==> src/hdl/triangle_midpoint_subdivider_assert.svh <==
// ----------------------------------------------------------------------------
// Assertion macros for the triangle midpoint subdivider
// Implication checks sampled on the rising clock edge, held off during reset.
// ----------------------------------------------------------------------------
`ifndef TRIANGLE_MIDPOINT_SUBDIVIDER_ASSERT_SVH
`define TRIANGLE_MIDPOINT_SUBDIVIDER_ASSERT_SVH

// same-cycle implication
`define TMSUB_ASSERT_IMP(lbl, clk, rstn, ante, cons) \
	lbl: assert property (@(posedge clk) disable iff (!rstn) (ante) |-> (cons)) \
		else $error("tmsub assertion failed");

// next-cycle implication
`define TMSUB_ASSERT_NXT(lbl, clk, rstn, ante, cons) \
	lbl: assert property (@(posedge clk) disable iff (!rstn) (ante) |=> (cons)) \
		else $error("tmsub assertion failed");

`endif

==> src/hdl/tmsub_pkg.sv <==
// ----------------------------------------------------------------------------
// tmsub_pkg
// Shared widths, types, state codes and the output index list.
// ----------------------------------------------------------------------------
package tmsub_pkg;

	localparam int POS_W          = 32;
	localparam int NORM_W         = 16;
	localparam int TEX_W          = 16;
	localparam int IDX_W          = 32;
	localparam int NORM_FRAC_BITS = 14;
	localparam int SUM_W          = NORM_W + 1;                  // sum of two normals
	localparam int SQ_W           = 2 * SUM_W + 2;               // squared length, even
	localparam int LEN_W          = SQ_W / 2;                    // root width
	localparam int DIV_W          = SUM_W + NORM_FRAC_BITS + 1;  // dividend width
	localparam int ITER_W         = $clog2(DIV_W + 1);
	localparam int K_W            = 3;

	localparam logic [K_W-1:0] K_LAST_CORNER = K_W'(2);
	localparam logic [K_W-1:0] K_MID_01      = K_W'(3);
	localparam logic [K_W-1:0] K_MID_12      = K_W'(4);
	localparam logic [K_W-1:0] K_LAST        = K_W'(5);

	typedef struct packed {
		logic signed [POS_W-1:0]  pos_x;
		logic signed [POS_W-1:0]  pos_y;
		logic signed [POS_W-1:0]  pos_z;
		logic signed [NORM_W-1:0] norm_x;
		logic signed [NORM_W-1:0] norm_y;
		logic signed [NORM_W-1:0] norm_z;
		logic [TEX_W-1:0]         tex_u;
		logic [TEX_W-1:0]         tex_v;
	} vertex_t;

	typedef enum logic [2:0] {
		ST_IDLE,
		ST_CORNER,
		ST_LOAD,
		ST_CALC,
		ST_MID
	} ctrl_state_t;

	typedef enum logic [2:0] {
		NP_IDLE,
		NP_SQ,
		NP_SQRT,
		NP_DLOAD,
		NP_DIV
	} norm_phase_t;

	typedef struct packed {
		logic           take;
		logic           norm_start;
		logic           tri_done;
		logic [K_W-1:0] k;
	} cmd_t;

	typedef struct packed {
		logic trig;
		logic norm_busy;
	} status_t;

	// index list {0,3,5, 3,4,5, 5,4,2, 3,1,4}
	function automatic logic [2:0] idx_entry(input logic [3:0] e);
		logic [2:0] v;
		unique case (e)
			4'd0:    v = 3'd0;
			4'd1:    v = 3'd3;
			4'd2:    v = 3'd5;
			4'd3:    v = 3'd3;
			4'd4:    v = 3'd4;
			4'd5:    v = 3'd5;
			4'd6:    v = 3'd5;
			4'd7:    v = 3'd4;
			4'd8:    v = 3'd2;
			4'd9:    v = 3'd3;
			4'd10:   v = 3'd1;
			4'd11:   v = 3'd4;
			default: v = 3'd0;
		endcase
		return v;
	endfunction

endpackage

==> src/hdl/tmsub_vtx_if.sv <==
// ----------------------------------------------------------------------------
// tmsub_vtx_if
// Input vertex channel: valid/ready with one vertex and the restart flag.
// ----------------------------------------------------------------------------
interface tmsub_vtx_if;
	logic                                         valid;
	logic                                         ready;
	logic signed [tmsub_pkg::POS_W-1:0]  pos_x;
	logic signed [tmsub_pkg::POS_W-1:0]  pos_y;
	logic signed [tmsub_pkg::POS_W-1:0]  pos_z;
	logic signed [tmsub_pkg::NORM_W-1:0] norm_x;
	logic signed [tmsub_pkg::NORM_W-1:0] norm_y;
	logic signed [tmsub_pkg::NORM_W-1:0] norm_z;
	logic [tmsub_pkg::TEX_W-1:0]         tex_u;
	logic [tmsub_pkg::TEX_W-1:0]         tex_v;
	logic                                         restart;

	modport source (output valid, pos_x, pos_y, pos_z, norm_x, norm_y, norm_z,
		tex_u, tex_v, restart, input ready);
	modport sink (input valid, pos_x, pos_y, pos_z, norm_x, norm_y, norm_z,
		tex_u, tex_v, restart, output ready);
endinterface

==> src/hdl/tmsub_res_if.sv <==
// ----------------------------------------------------------------------------
// tmsub_res_if
// Result vertex channel: valid/ready with one emitted vertex and its indices.
// ----------------------------------------------------------------------------
interface tmsub_res_if;
	logic                                         valid;
	logic                                         ready;
	logic signed [tmsub_pkg::POS_W-1:0]  out_pos_x;
	logic signed [tmsub_pkg::POS_W-1:0]  out_pos_y;
	logic signed [tmsub_pkg::POS_W-1:0]  out_pos_z;
	logic signed [tmsub_pkg::NORM_W-1:0] out_norm_x;
	logic signed [tmsub_pkg::NORM_W-1:0] out_norm_y;
	logic signed [tmsub_pkg::NORM_W-1:0] out_norm_z;
	logic [tmsub_pkg::TEX_W-1:0]         out_tex_u;
	logic [tmsub_pkg::TEX_W-1:0]         out_tex_v;
	logic [tmsub_pkg::IDX_W-1:0]         vertex_number;
	logic [tmsub_pkg::IDX_W-1:0]         index_first;
	logic [tmsub_pkg::IDX_W-1:0]         index_second;
	logic                                         last;

	modport source (output valid, out_pos_x, out_pos_y, out_pos_z, out_norm_x,
		out_norm_y, out_norm_z, out_tex_u, out_tex_v, vertex_number, index_first,
		index_second, last, input ready);
	modport sink (input valid, out_pos_x, out_pos_y, out_pos_z, out_norm_x,
		out_norm_y, out_norm_z, out_tex_u, out_tex_v, vertex_number, index_first,
		index_second, last, output ready);
endinterface

==> src/hdl/tmsub_norm.sv <==
// ----------------------------------------------------------------------------
// tmsub_norm
// Iterative renormaliser: squared length with one multiplier, bit-pair square
// root, then one restoring division per component with rounding and clamping.
// ----------------------------------------------------------------------------
module tmsub_norm (
	input  logic                                    clk,
	input  logic                                    arst_n,
	input  logic                                    start,
	input  logic signed [tmsub_pkg::SUM_W-1:0]      sum_x,
	input  logic signed [tmsub_pkg::SUM_W-1:0]      sum_y,
	input  logic signed [tmsub_pkg::SUM_W-1:0]      sum_z,
	output logic                                    busy,
	output logic signed [tmsub_pkg::NORM_W-1:0]     norm_x,
	output logic signed [tmsub_pkg::NORM_W-1:0]     norm_y,
	output logic signed [tmsub_pkg::NORM_W-1:0]     norm_z
);

	localparam int SUM_W  = tmsub_pkg::SUM_W;
	localparam int SQ_W   = tmsub_pkg::SQ_W;
	localparam int LEN_W  = tmsub_pkg::LEN_W;
	localparam int DIV_W  = tmsub_pkg::DIV_W;
	localparam int NORM_W = tmsub_pkg::NORM_W;
	localparam int NF     = tmsub_pkg::NORM_FRAC_BITS;
	localparam int ITER_W = tmsub_pkg::ITER_W;
	localparam logic [DIV_W-1:0] POS_LIM = DIV_W'((1 << (NORM_W - 1)) - 1);
	localparam logic [DIV_W-1:0] NEG_LIM = DIV_W'(1 << (NORM_W - 1));

	tmsub_pkg::norm_phase_t       phase_q, phase_d;
	logic signed [SUM_W-1:0]      s_q [3];
	logic signed [NORM_W-1:0]     n_q [3];
	logic [1:0]                   c_q;
	logic [ITER_W-1:0]            it_q;
	logic [SQ_W-1:0]              acc_q, x_q, root_q, one_q;
	logic [LEN_W-1:0]             len_q, rem_q;
	logic [DIV_W-1:0]             dvd_q, quo_q;

	logic signed [2*SUM_W-1:0]    sq;
	logic [SQ_W-1:0]              acc_nx, root_nx, trial_sq;
	logic [SUM_W-1:0]             mag;
	logic [LEN_W:0]               trial;
	logic                         qbit;
	logic [LEN_W-1:0]             rem_nx;
	logic [DIV_W-1:0]             quo_nx;
	logic                         neg;
	logic signed [NORM_W-1:0]     n_sat;

	always_comb begin
		sq       = s_q[c_q] * s_q[c_q];
		acc_nx   = acc_q + SQ_W'(unsigned'(sq));
		trial_sq = root_q + one_q;
		root_nx  = (x_q >= trial_sq) ? ((root_q >> 1) + one_q) : (root_q >> 1);
		neg      = s_q[c_q][SUM_W-1];
		mag      = neg ? (SUM_W'(0) - s_q[c_q]) : s_q[c_q];
		trial    = {rem_q, dvd_q[DIV_W-1]};
		qbit     = (trial >= {1'b0, len_q});
		rem_nx   = qbit ? LEN_W'(trial - {1'b0, len_q}) : trial[LEN_W-1:0];
		quo_nx   = {quo_q[DIV_W-2:0], qbit};
		if (!neg) begin
			n_sat = (quo_nx > POS_LIM) ? NORM_W'(POS_LIM) : NORM_W'(quo_nx);
		end else begin
			n_sat = (quo_nx > NEG_LIM) ? NORM_W'(NEG_LIM) :
				NORM_W'(NORM_W'(0) - quo_nx[NORM_W-1:0]);
		end
	end

	always_comb begin
		phase_d = phase_q;
		unique case (phase_q)
			tmsub_pkg::NP_IDLE: begin
				if (start) begin
					phase_d = tmsub_pkg::NP_SQ;
				end
			end
			tmsub_pkg::NP_SQ: begin
				if (c_q == 2'd2) begin
					// zero-length sum gives a zero normal
					phase_d = (acc_nx == '0) ? tmsub_pkg::NP_IDLE : tmsub_pkg::NP_SQRT;
				end
			end
			tmsub_pkg::NP_SQRT: begin
				if (it_q == ITER_W'(LEN_W - 1)) begin
					phase_d = tmsub_pkg::NP_DLOAD;
				end
			end
			tmsub_pkg::NP_DLOAD: begin
				phase_d = tmsub_pkg::NP_DIV;
			end
			tmsub_pkg::NP_DIV: begin
				if (it_q == ITER_W'(DIV_W - 1)) begin
					phase_d = (c_q == 2'd2) ? tmsub_pkg::NP_IDLE : tmsub_pkg::NP_DLOAD;
				end
			end
			default: phase_d = tmsub_pkg::NP_IDLE;
		endcase
	end

	always_ff @(posedge clk or negedge arst_n) begin
		if (!arst_n) begin
			phase_q <= tmsub_pkg::NP_IDLE;
			c_q     <= '0;
			it_q    <= '0;
		end else begin
			phase_q <= phase_d;
			case (phase_q)
				tmsub_pkg::NP_IDLE: begin
					if (start) begin
						c_q <= '0;
					end
				end
				tmsub_pkg::NP_SQ: begin
					if (c_q == 2'd2) begin
						it_q <= '0;
					end else begin
						c_q <= c_q + 2'd1;
					end
				end
				tmsub_pkg::NP_SQRT: begin
					it_q <= it_q + ITER_W'(1);
					if (it_q == ITER_W'(LEN_W - 1)) begin
						c_q <= '0;
					end
				end
				tmsub_pkg::NP_DLOAD: begin
					it_q <= '0;
				end
				tmsub_pkg::NP_DIV: begin
					it_q <= it_q + ITER_W'(1);
					if (it_q == ITER_W'(DIV_W - 1) && c_q != 2'd2) begin
						c_q <= c_q + 2'd1;
					end
				end
				default: ;
			endcase
		end
	end

	always_ff @(posedge clk) begin
		case (phase_q)
			tmsub_pkg::NP_IDLE: begin
				if (start) begin
					s_q[0] <= sum_x;
					s_q[1] <= sum_y;
					s_q[2] <= sum_z;
					acc_q  <= '0;
				end
			end
			tmsub_pkg::NP_SQ: begin
				acc_q <= acc_nx;
				if (c_q == 2'd2) begin
					x_q    <= acc_nx;
					root_q <= '0;
					one_q  <= SQ_W'(1) << (SQ_W - 2);
					if (acc_nx == '0) begin
						n_q[0] <= '0;
						n_q[1] <= '0;
						n_q[2] <= '0;
					end
				end
			end
			tmsub_pkg::NP_SQRT: begin
				if (x_q >= trial_sq) begin
					x_q <= x_q - trial_sq;
				end
				root_q <= root_nx;
				one_q  <= one_q >> 2;
				len_q  <= root_nx[LEN_W-1:0];
			end
			tmsub_pkg::NP_DLOAD: begin
				dvd_q <= (DIV_W'(mag) << NF) + DIV_W'(len_q >> 1);
				rem_q <= '0;
				quo_q <= '0;
			end
			tmsub_pkg::NP_DIV: begin
				dvd_q <= dvd_q << 1;
				rem_q <= rem_nx;
				quo_q <= quo_nx;
				if (it_q == ITER_W'(DIV_W - 1)) begin
					n_q[c_q] <= n_sat;
				end
			end
			default: ;
		endcase
	end

	assign busy   = (phase_q != tmsub_pkg::NP_IDLE);
	assign norm_x = n_q[0];
	assign norm_y = n_q[1];
	assign norm_z = n_q[2];

endmodule

==> src/hdl/tmsub_dp.sv <==
// ----------------------------------------------------------------------------
// tmsub_dp
// Datapath: held vertices, slot and triangle count, midpoint arithmetic and
// the result selection.
// ----------------------------------------------------------------------------
module tmsub_dp (
	input  logic                                clk,
	input  logic                                arst_n,
	input  tmsub_pkg::cmd_t                     cmd,
	output tmsub_pkg::status_t                  status,
	input  tmsub_pkg::vertex_t                  vtx_in,
	input  logic                                restart,
	output tmsub_pkg::vertex_t                  vtx_out,
	output logic [tmsub_pkg::IDX_W-1:0]         vertex_number,
	output logic [tmsub_pkg::IDX_W-1:0]         index_first,
	output logic [tmsub_pkg::IDX_W-1:0]         index_second,
	output logic                                last
);

	localparam int POS_W = tmsub_pkg::POS_W;
	localparam int TEX_W = tmsub_pkg::TEX_W;
	localparam int IDX_W = tmsub_pkg::IDX_W;
	localparam int SUM_W = tmsub_pkg::SUM_W;

	tmsub_pkg::vertex_t v_q [3];
	logic [1:0]         slot_q;
	logic [IDX_W-1:0]   count_q;

	logic [1:0]         slot_eff;
	tmsub_pkg::vertex_t va, vb, mid;
	logic               norm_busy;
	logic [IDX_W-1:0]   base;
	logic [3:0]         e0;
	logic signed [tmsub_pkg::NORM_W-1:0] nx, ny, nz;

	function automatic logic [POS_W-1:0] avg_pos(input logic [POS_W-1:0] a,
		input logic [POS_W-1:0] b);
		logic [POS_W:0] s;
		s = {a[POS_W-1], a} + {b[POS_W-1], b};
		return s[POS_W:1];
	endfunction

	function automatic logic [TEX_W-1:0] avg_tex(input logic [TEX_W-1:0] a,
		input logic [TEX_W-1:0] b);
		logic [TEX_W:0] s;
		s = {1'b0, a} + {1'b0, b};
		return s[TEX_W:1];
	endfunction

	assign slot_eff    = restart ? 2'd0 : slot_q;
	assign status.trig = (slot_eff == 2'd2);

	always_ff @(posedge clk or negedge arst_n) begin
		if (!arst_n) begin
			slot_q  <= '0;
			count_q <= '0;
		end else begin
			if (cmd.take) begin
				slot_q <= (slot_eff == 2'd2) ? 2'd0 : slot_eff + 2'd1;
				if (restart) begin
					count_q <= '0;
				end
			end else if (cmd.tri_done) begin
				count_q <= count_q + IDX_W'(1);
			end
		end
	end

	always_ff @(posedge clk) begin
		if (cmd.take) begin
			v_q[slot_eff] <= vtx_in;
		end
	end

	// midpoint pairs: 3 is v0-v1, 4 is v1-v2, 5 is v0-v2
	always_comb begin
		va = (cmd.k == tmsub_pkg::K_MID_12) ? v_q[1] : v_q[0];
		vb = (cmd.k == tmsub_pkg::K_MID_01) ? v_q[1] : v_q[2];
	end

	tmsub_norm u_norm (
		.clk    (clk),
		.arst_n (arst_n),
		.start  (cmd.norm_start),
		.sum_x  (SUM_W'(va.norm_x) + SUM_W'(vb.norm_x)),
		.sum_y  (SUM_W'(va.norm_y) + SUM_W'(vb.norm_y)),
		.sum_z  (SUM_W'(va.norm_z) + SUM_W'(vb.norm_z)),
		.busy   (norm_busy),
		.norm_x (nx),
		.norm_y (ny),
		.norm_z (nz)
	);

	assign status.norm_busy = norm_busy;

	always_comb begin
		mid.pos_x  = avg_pos(va.pos_x, vb.pos_x);
		mid.pos_y  = avg_pos(va.pos_y, vb.pos_y);
		mid.pos_z  = avg_pos(va.pos_z, vb.pos_z);
		mid.norm_x = nx;
		mid.norm_y = ny;
		mid.norm_z = nz;
		mid.tex_u  = avg_tex(va.tex_u, vb.tex_u);
		mid.tex_v  = avg_tex(va.tex_v, vb.tex_v);
		vtx_out    = (cmd.k > tmsub_pkg::K_LAST_CORNER) ? mid : v_q[cmd.k[1:0]];
	end

	always_comb begin
		base          = {count_q[IDX_W-3:0], 2'b00} + {count_q[IDX_W-2:0], 1'b0};
		e0            = {cmd.k, 1'b0};
		vertex_number = base + IDX_W'(cmd.k);
		index_first   = base + IDX_W'(tmsub_pkg::idx_entry(e0));
		index_second  = base + IDX_W'(tmsub_pkg::idx_entry(e0 | 4'd1));
		last          = (cmd.k == tmsub_pkg::K_LAST);
	end

endmodule

==> src/hdl/tmsub_ctrl.sv <==
// ----------------------------------------------------------------------------
// tmsub_ctrl
// Controller: takes vertices, steps through the six results of a triangle
// and starts the renormaliser for each midpoint.
// ----------------------------------------------------------------------------
`include "triangle_midpoint_subdivider_assert.svh"

module tmsub_ctrl (
	input  logic                 clk,
	input  logic                 arst_n,
	input  logic                 in_valid,
	output logic                 in_ready,
	output logic                 out_valid,
	input  logic                 out_ready,
	input  tmsub_pkg::status_t   status,
	output tmsub_pkg::cmd_t      cmd
);

	localparam int K_W = tmsub_pkg::K_W;

	tmsub_pkg::ctrl_state_t state_q, state_d;
	logic [K_W-1:0]         k_q, k_d;
	logic                   in_calc, k_mid, at_rest;

	always_ff @(posedge clk or negedge arst_n) begin
		if (!arst_n) begin
			state_q <= tmsub_pkg::ST_IDLE;
			k_q     <= '0;
		end else begin
			state_q <= state_d;
			k_q     <= k_d;
		end
	end

	always_comb begin
		state_d        = state_q;
		k_d            = k_q;
		in_ready       = 1'b0;
		out_valid      = 1'b0;
		cmd.take       = 1'b0;
		cmd.norm_start = 1'b0;
		cmd.tri_done   = 1'b0;
		cmd.k          = k_q;
		unique case (state_q)
			tmsub_pkg::ST_IDLE: begin
				in_ready = 1'b1;
				cmd.take = in_valid;
				k_d      = '0;
				if (in_valid && status.trig) begin
					state_d = tmsub_pkg::ST_CORNER;
				end
			end
			tmsub_pkg::ST_CORNER: begin
				out_valid = 1'b1;
				if (out_ready) begin
					k_d = k_q + K_W'(1);
					if (k_q == tmsub_pkg::K_LAST_CORNER) begin
						state_d = tmsub_pkg::ST_LOAD;
					end
				end
			end
			tmsub_pkg::ST_LOAD: begin
				cmd.norm_start = 1'b1;
				state_d        = tmsub_pkg::ST_CALC;
			end
			tmsub_pkg::ST_CALC: begin
				if (!status.norm_busy) begin
					state_d = tmsub_pkg::ST_MID;
				end
			end
			tmsub_pkg::ST_MID: begin
				out_valid = 1'b1;
				if (out_ready) begin
					if (k_q == tmsub_pkg::K_LAST) begin
						cmd.tri_done = 1'b1;
						k_d          = '0;
						state_d      = tmsub_pkg::ST_IDLE;
					end else begin
						k_d     = k_q + K_W'(1);
						state_d = tmsub_pkg::ST_LOAD;
					end
				end
			end
			default: state_d = tmsub_pkg::ST_IDLE;
		endcase
	end

	assign in_calc = (state_q == tmsub_pkg::ST_CALC);
	assign k_mid   = (k_q >= tmsub_pkg::K_MID_01) && (k_q <= tmsub_pkg::K_LAST);
	assign at_rest = (state_q == tmsub_pkg::ST_IDLE) && (k_q == '0);

	`TMSUB_ASSERT_IMP(a_no_overlap, clk, arst_n, out_valid, !in_ready)
	`TMSUB_ASSERT_IMP(a_mid_k, clk, arst_n, in_calc, k_mid)
	`TMSUB_ASSERT_NXT(a_done_idle, clk, arst_n, cmd.tri_done, at_rest)
	`TMSUB_ASSERT_NXT(a_start_busy, clk, arst_n, cmd.norm_start, status.norm_busy)

endmodule

==> src/hdl/triangle_midpoint_subdivider.sv <==
// ----------------------------------------------------------------------------
// triangle_midpoint_subdivider
// One-to-four midpoint subdivision of a triangle list, one vertex a request.
// ----------------------------------------------------------------------------
// The first two vertices of a triangle are each taken and held. The third
// vertex starts six results: the three corners go out one a cycle while the
// output is not held off, then for each edge midpoint the controller starts
// the shared renormaliser, which forms the squared length of the normal sum,
// takes eighteen square root steps and does one restoring division per
// normal component; the controller then sees it finish and presents the
// result. No vertex is taken while results are pending. A zero-length
// normal sum skips the root and division.
module triangle_midpoint_subdivider (
	input  logic         clk,
	input  logic         arst_n,
	tmsub_vtx_if.sink    vtx,
	tmsub_res_if.source  res
);

	tmsub_pkg::cmd_t    cmd;
	tmsub_pkg::status_t status;
	tmsub_pkg::vertex_t vtx_in, vtx_out;

	assign vtx_in.pos_x  = vtx.pos_x;
	assign vtx_in.pos_y  = vtx.pos_y;
	assign vtx_in.pos_z  = vtx.pos_z;
	assign vtx_in.norm_x = vtx.norm_x;
	assign vtx_in.norm_y = vtx.norm_y;
	assign vtx_in.norm_z = vtx.norm_z;
	assign vtx_in.tex_u  = vtx.tex_u;
	assign vtx_in.tex_v  = vtx.tex_v;

	tmsub_ctrl u_ctrl (
		.clk       (clk),
		.arst_n    (arst_n),
		.in_valid  (vtx.valid),
		.in_ready  (vtx.ready),
		.out_valid (res.valid),
		.out_ready (res.ready),
		.status    (status),
		.cmd       (cmd)
	);

	tmsub_dp u_dp (
		.clk           (clk),
		.arst_n        (arst_n),
		.cmd           (cmd),
		.status        (status),
		.vtx_in        (vtx_in),
		.restart       (vtx.restart),
		.vtx_out       (vtx_out),
		.vertex_number (res.vertex_number),
		.index_first   (res.index_first),
		.index_second  (res.index_second),
		.last          (res.last)
	);

	assign res.out_pos_x  = vtx_out.pos_x;
	assign res.out_pos_y  = vtx_out.pos_y;
	assign res.out_pos_z  = vtx_out.pos_z;
	assign res.out_norm_x = vtx_out.norm_x;
	assign res.out_norm_y = vtx_out.norm_y;
	assign res.out_norm_z = vtx_out.norm_z;
	assign res.out_tex_u  = vtx_out.tex_u;
	assign res.out_tex_v  = vtx_out.tex_v;

endmodule
==> src/flat_wrapper.sv <==
// flat-port wrapper written by rule: the top's interface ports become plain ports
module triangle_midpoint_subdivider_flat 
  (clk, arst_n, vtx_valid, vtx_pos_x, vtx_pos_y, vtx_pos_z, vtx_norm_x, vtx_norm_y, vtx_norm_z, vtx_tex_u, vtx_tex_v, vtx_restart, vtx_ready, res_valid, res_out_pos_x, res_out_pos_y, res_out_pos_z, res_out_norm_x, res_out_norm_y, res_out_norm_z, res_out_tex_u, res_out_tex_v, res_vertex_number, res_index_first, res_index_second, res_last, res_ready);
  tmsub_vtx_if vtx_i ();
  tmsub_res_if res_i ();
  input  logic clk;
  input  logic arst_n;
  input wire logic [$bits(vtx_i.valid)-1:0] vtx_valid;
  input wire logic [$bits(vtx_i.pos_x)-1:0] vtx_pos_x;
  input wire logic [$bits(vtx_i.pos_y)-1:0] vtx_pos_y;
  input wire logic [$bits(vtx_i.pos_z)-1:0] vtx_pos_z;
  input wire logic [$bits(vtx_i.norm_x)-1:0] vtx_norm_x;
  input wire logic [$bits(vtx_i.norm_y)-1:0] vtx_norm_y;
  input wire logic [$bits(vtx_i.norm_z)-1:0] vtx_norm_z;
  input wire logic [$bits(vtx_i.tex_u)-1:0] vtx_tex_u;
  input wire logic [$bits(vtx_i.tex_v)-1:0] vtx_tex_v;
  input wire logic [$bits(vtx_i.restart)-1:0] vtx_restart;
  output wire logic [$bits(vtx_i.ready)-1:0] vtx_ready;
  output wire logic [$bits(res_i.valid)-1:0] res_valid;
  output wire logic [$bits(res_i.out_pos_x)-1:0] res_out_pos_x;
  output wire logic [$bits(res_i.out_pos_y)-1:0] res_out_pos_y;
  output wire logic [$bits(res_i.out_pos_z)-1:0] res_out_pos_z;
  output wire logic [$bits(res_i.out_norm_x)-1:0] res_out_norm_x;
  output wire logic [$bits(res_i.out_norm_y)-1:0] res_out_norm_y;
  output wire logic [$bits(res_i.out_norm_z)-1:0] res_out_norm_z;
  output wire logic [$bits(res_i.out_tex_u)-1:0] res_out_tex_u;
  output wire logic [$bits(res_i.out_tex_v)-1:0] res_out_tex_v;
  output wire logic [$bits(res_i.vertex_number)-1:0] res_vertex_number;
  output wire logic [$bits(res_i.index_first)-1:0] res_index_first;
  output wire logic [$bits(res_i.index_second)-1:0] res_index_second;
  output wire logic [$bits(res_i.last)-1:0] res_last;
  input wire logic [$bits(res_i.ready)-1:0] res_ready;
  assign vtx_i.valid = vtx_valid;
  assign vtx_i.pos_x = vtx_pos_x;
  assign vtx_i.pos_y = vtx_pos_y;
  assign vtx_i.pos_z = vtx_pos_z;
  assign vtx_i.norm_x = vtx_norm_x;
  assign vtx_i.norm_y = vtx_norm_y;
  assign vtx_i.norm_z = vtx_norm_z;
  assign vtx_i.tex_u = vtx_tex_u;
  assign vtx_i.tex_v = vtx_tex_v;
  assign vtx_i.restart = vtx_restart;
  assign vtx_ready = vtx_i.ready;
  assign res_valid = res_i.valid;
  assign res_out_pos_x = res_i.out_pos_x;
  assign res_out_pos_y = res_i.out_pos_y;
  assign res_out_pos_z = res_i.out_pos_z;
  assign res_out_norm_x = res_i.out_norm_x;
  assign res_out_norm_y = res_i.out_norm_y;
  assign res_out_norm_z = res_i.out_norm_z;
  assign res_out_tex_u = res_i.out_tex_u;
  assign res_out_tex_v = res_i.out_tex_v;
  assign res_vertex_number = res_i.vertex_number;
  assign res_index_first = res_i.index_first;
  assign res_index_second = res_i.index_second;
  assign res_last = res_i.last;
  assign res_i.ready = res_ready;
  triangle_midpoint_subdivider u_core (.clk(clk), .arst_n(arst_n), .vtx(vtx_i), .res(res_i));
endmodule
==> config.mk <==
export PLATFORM = sky130hd
export DESIGN_NAME = triangle_midpoint_subdivider_flat
export DESIGN_NICKNAME = d
export VERILOG_FILES = /design/src/hdl/tmsub_pkg.sv /design/src/hdl/tmsub_vtx_if.sv /design/src/hdl/tmsub_res_if.sv /design/src/hdl/tmsub_norm.sv /design/src/hdl/tmsub_dp.sv /design/src/hdl/tmsub_ctrl.sv /design/src/hdl/triangle_midpoint_subdivider.sv /design/src/flat_wrapper.sv
export VERILOG_INCLUDE_DIRS = /design/src /design/src/hdl
export SDC_FILE = /design/constraint.sdc
export NUM_CORES = 2
export LEC_CHECK = 0
export ABC_AREA = 0
export BUFFER_PORTS_ARGS = -buffer_cell sky130_fd_sc_hd__buf_2
export CAP_MARGIN = 5
export CORE_UTILIZATION = 57
export DETAILED_ROUTE_END_ITERATION = 16
export PLACE_DENSITY = 0.77
export SYNTH_ARGS = -nofsm -noshare
export SYNTH_HDL_FRONTEND = slang
export SYNTH_SLANG_ARGS = --single-unit
==> constraint.sdc <==
create_clock -name clk -period 20.6 [get_ports clk]
set_input_delay 4.12 -clock clk [delete_from_list [all_inputs] [get_ports clk]]
set_output_delay 4.12 -clock clk [all_outputs]
set_load 0.05 [all_outputs]
==> metrics <==
most frequent cell after synthesis nand2_1; total grt overflow 0; Final Skew 0.08985 ns; Synth top cells by count nand2_1 (1186), edfxtp_1 (1028), inv_1 (483); hpwl dp 137400 um; Post-synth EDFFs 1028; Vias 55360; root buf cell clkbuf_16; Total Wirelength 196900 um; Die W 363.5 um; Syn-to-layout area delta 10.82%; Max Root-Sink Buffers 3; total CTS buffers 116; Setup TNS Final 0 ns; critical path's slowest cell dfrtp_1; clk_lat worst skew 0.79 ns; clock-pin slew on the worst setup and hold paths 0.06 ns; FMAX 82.72 MHz; TritonCTS clock tree built; router iterations before antenna repair 6; Hold WC Path Type reg2reg; Initial Utilization 57.46%; H-tree levels 3; number of synthesized register bits 1078; gr usage total 29.40%; Crit Path Max Fanout 19; Detailed Route Iter0 Violations 5091; Util after Layout 63.68%; Ports 456; post-synthesis sequential area ratio 43.12%; final hold vios 0; RSZ-0062 raised after global routing no; core area 129600 um^2; RePlAce Congestion 0.9470; nets 8188; Antenna Nets Post-Route 0; Setup CP Type reg2reg; post-CTS sizing 0; hold-fix buffer count after cts 0; Post-Synthesis Net Count 7834; Post-Syn Area 74500 um^2; part of the cycle the worst path needs 58.68%; die area 132200 um^2; initial antenna violation count 55; vias in the first global route 54920; Syn. warnings 0; CP max stage delay 0.95 ns; Cell Rows 132; status finished clean; layout cells sized above 1 15.10%; instance count of the mapped netlist 6930; Max-slew headroom 15.63%; Via density 6.047; Yosys cell types 102; worst-margin pin slew 1.266 ns; Setup-failing EPs final 0; drt drc 0; Arrival @ worst endpoint 12.50 ns; MaxCap Viol Count 0; startpoint types flip-flop; Wirelength per Cell 21.51 um; fin crit period 12.09 ns; ys flop type edfxtp_1; Req. time, crit path 21.02 ns; CP endpoint kind flip-flop; first-pass GRT wire length 303300 um; Die H 363.5 um; area leader, netlist edfxtp_1; maximum number of pins on one net before global-route repair 161; setup bufs post-CTS 0; dominant cells by area after synthesis edfxtp_1 (41%), fa_1 (7.6%), ha_1 (7.4%); Post-synth ARST share 4.638%; PortBufs 455; post-synth top area share 41.44%; Slew Limit Fails 0; Sink Count 1078; Avg Inst Size Synth 10.75 um^2
## cell type report
| type | instances | area, um^2 |
|---|---|---|
| Antenna cell | 36 | 90.09 |
| Clock buffer | 145 | 3063 |
| Clock inverter | 66 | 887.1 |
| Fill cell | 9975 | 47090 |
| Inverter | 489 | 1836 |
| Multi-Input combinational cell | 5096 | 39640 |
| Sequential cell | 1078 | 32130 |
| Tap cell | 1742 | 2180 |
| Timing Repair Buffer | 503 | 2738 |
## routing by layer
layer / up-vias / part of all wire [%] / global-route usage [%]
met5: - / 0.14 / 0
met4: 46 / 4.1 / 11.73
met3: 472 / 8.8 / 7.112
met2: 2303 / 47 / 47.89
met1: 27100 / 40 / 37.80
li1: 25430 / - / -
## final timing paths
path / from / cells after the start / slack, ns / endpoint
min in group asynchronous: arst_n / 2 / 3.49 / u_core.u_dp.count_q[29]$_DFFE_PN0P_
setup reg to reg: u_core.u_dp.u_norm.c_q[0]$_DFFE_PN0P_ / 39 / 8.51 / u_core.u_dp.u_norm.n_q[2][2]$_SDFFCE_PN0P_
setup / recovery: u_core.u_dp.u_norm.c_q[0]$_DFFE_PN0P_ / 39 / 8.51 / u_core.u_dp.u_norm.n_q[2][2]$_SDFFCE_PN0P_
hold / removal: u_core.u_dp.u_norm.dvd_q[22]$_DFFE_PP_ / 2 / 0.51 / u_core.u_dp.u_norm.dvd_q[23]$_DFFE_PP_
hold reg to reg: u_core.u_dp.u_norm.dvd_q[22]$_DFFE_PP_ / 2 / 0.51 / u_core.u_dp.u_norm.dvd_q[23]$_DFFE_PP_
max in group asynchronous: arst_n / 2 / 16.47 / u_core.u_ctrl.k_q[1]$_DFFE_PN0P_
## registers in the layout, indices dropped and copies added, names as in the netlist
signal	cells
u_core.u_ctrl.k_q	3
u_core.u_ctrl.state_q	3
u_core.u_dp.count_q	31
u_core.u_dp.slot_q	2
u_core.u_dp.u_norm.acc_q	36
u_core.u_dp.u_norm.c_q	2
u_core.u_dp.u_norm.dvd_q	32
u_core.u_dp.u_norm.it_q	6
u_core.u_dp.u_norm.len_q	18
u_core.u_dp.u_norm.n_q	48
u_core.u_dp.u_norm.one_q	18
u_core.u_dp.u_norm.phase_q	3
u_core.u_dp.u_norm.quo_q	31
u_core.u_dp.u_norm.rem_q	18
u_core.u_dp.u_norm.root_q	36
u_core.u_dp.u_norm.s_q	51
u_core.u_dp.u_norm.x_q	36
u_core.u_dp.v_q	704
## worst max-delay path: cells and delay by family, from the launching register on
family | cells | cell delay, ns
flops | 1 | 0.95
simple gates | 8 | 2.63
buf+inv | 6 | 0.65
xor+xnor | 1 | 0.11
fa+ha+maj | 8 | 3.68
mux | 1 | 0.33
compound gates | 15 | 3.39
## per-stage QoR
stage          setup slack [ns]  hold WS [ns]  cell area (um^2)  cells
3_5_place_dp              8.550        0.5008             78520   8908
4_1_cts                   8.564        0.5155             82470   9119
3_3_place_gp              8.748        0.4977             78520   8908
2_1_floorplan             5.621        0.4836             74520   6930
5_1_grt                   7.647        0.5479             82520   9139
6_report                  8.512        0.5114             82560   9155
## logic make-up after synthesis
kind of cell / Yosys count / synth area share [%]
multiplexers: 375 / 8.293
buffers and inverters: 756 / 3.843
XOR/XNOR: 482 / 5.666
AO/OA/AOI/OAI: 1204 / 10.30
flip-flops: 1078 / 43.12
AND/OR/NAND/NOR: 2311 / 13.78
adder cells (fa/ha/maj): 724 / 15.00
## layout by cell type, fill, tap and decap left out, drive strengths merged, types with 41 or more instances in the layout
cell type / netlist / layout
clkinv: 2 / 43
nand2b: 48 / 48
dfrtp: 50 / 50
fa: 282 / 282
buf: 60 / 503
a21oi: 365 / 365
xor2: 188 / 188
ha: 441 / 441
nand4: 52 / 52
a21o: 151 / 151
and2: 89 / 89
o21ai: 265 / 265
nand3: 106 / 106
nor2b: 47 / 47
edfxtp: 1028 / 1028
a211oi: 41 / 41
mux4: 176 / 176
o21a: 55 / 55
nor3: 82 / 82
inv: 487 / 489
clkbuf: 207 / 145
mux2: 175 / 175
o21bai: 50 / 50
nor2: 477 / 477
xnor2: 294 / 294
nand2: 1186 / 1186
and3: 63 / 63
a31oi: 47 / 47
Power is not shown: default switching activity piles up to over one toggle a cycle in this logic, so the estimate is an artifact.
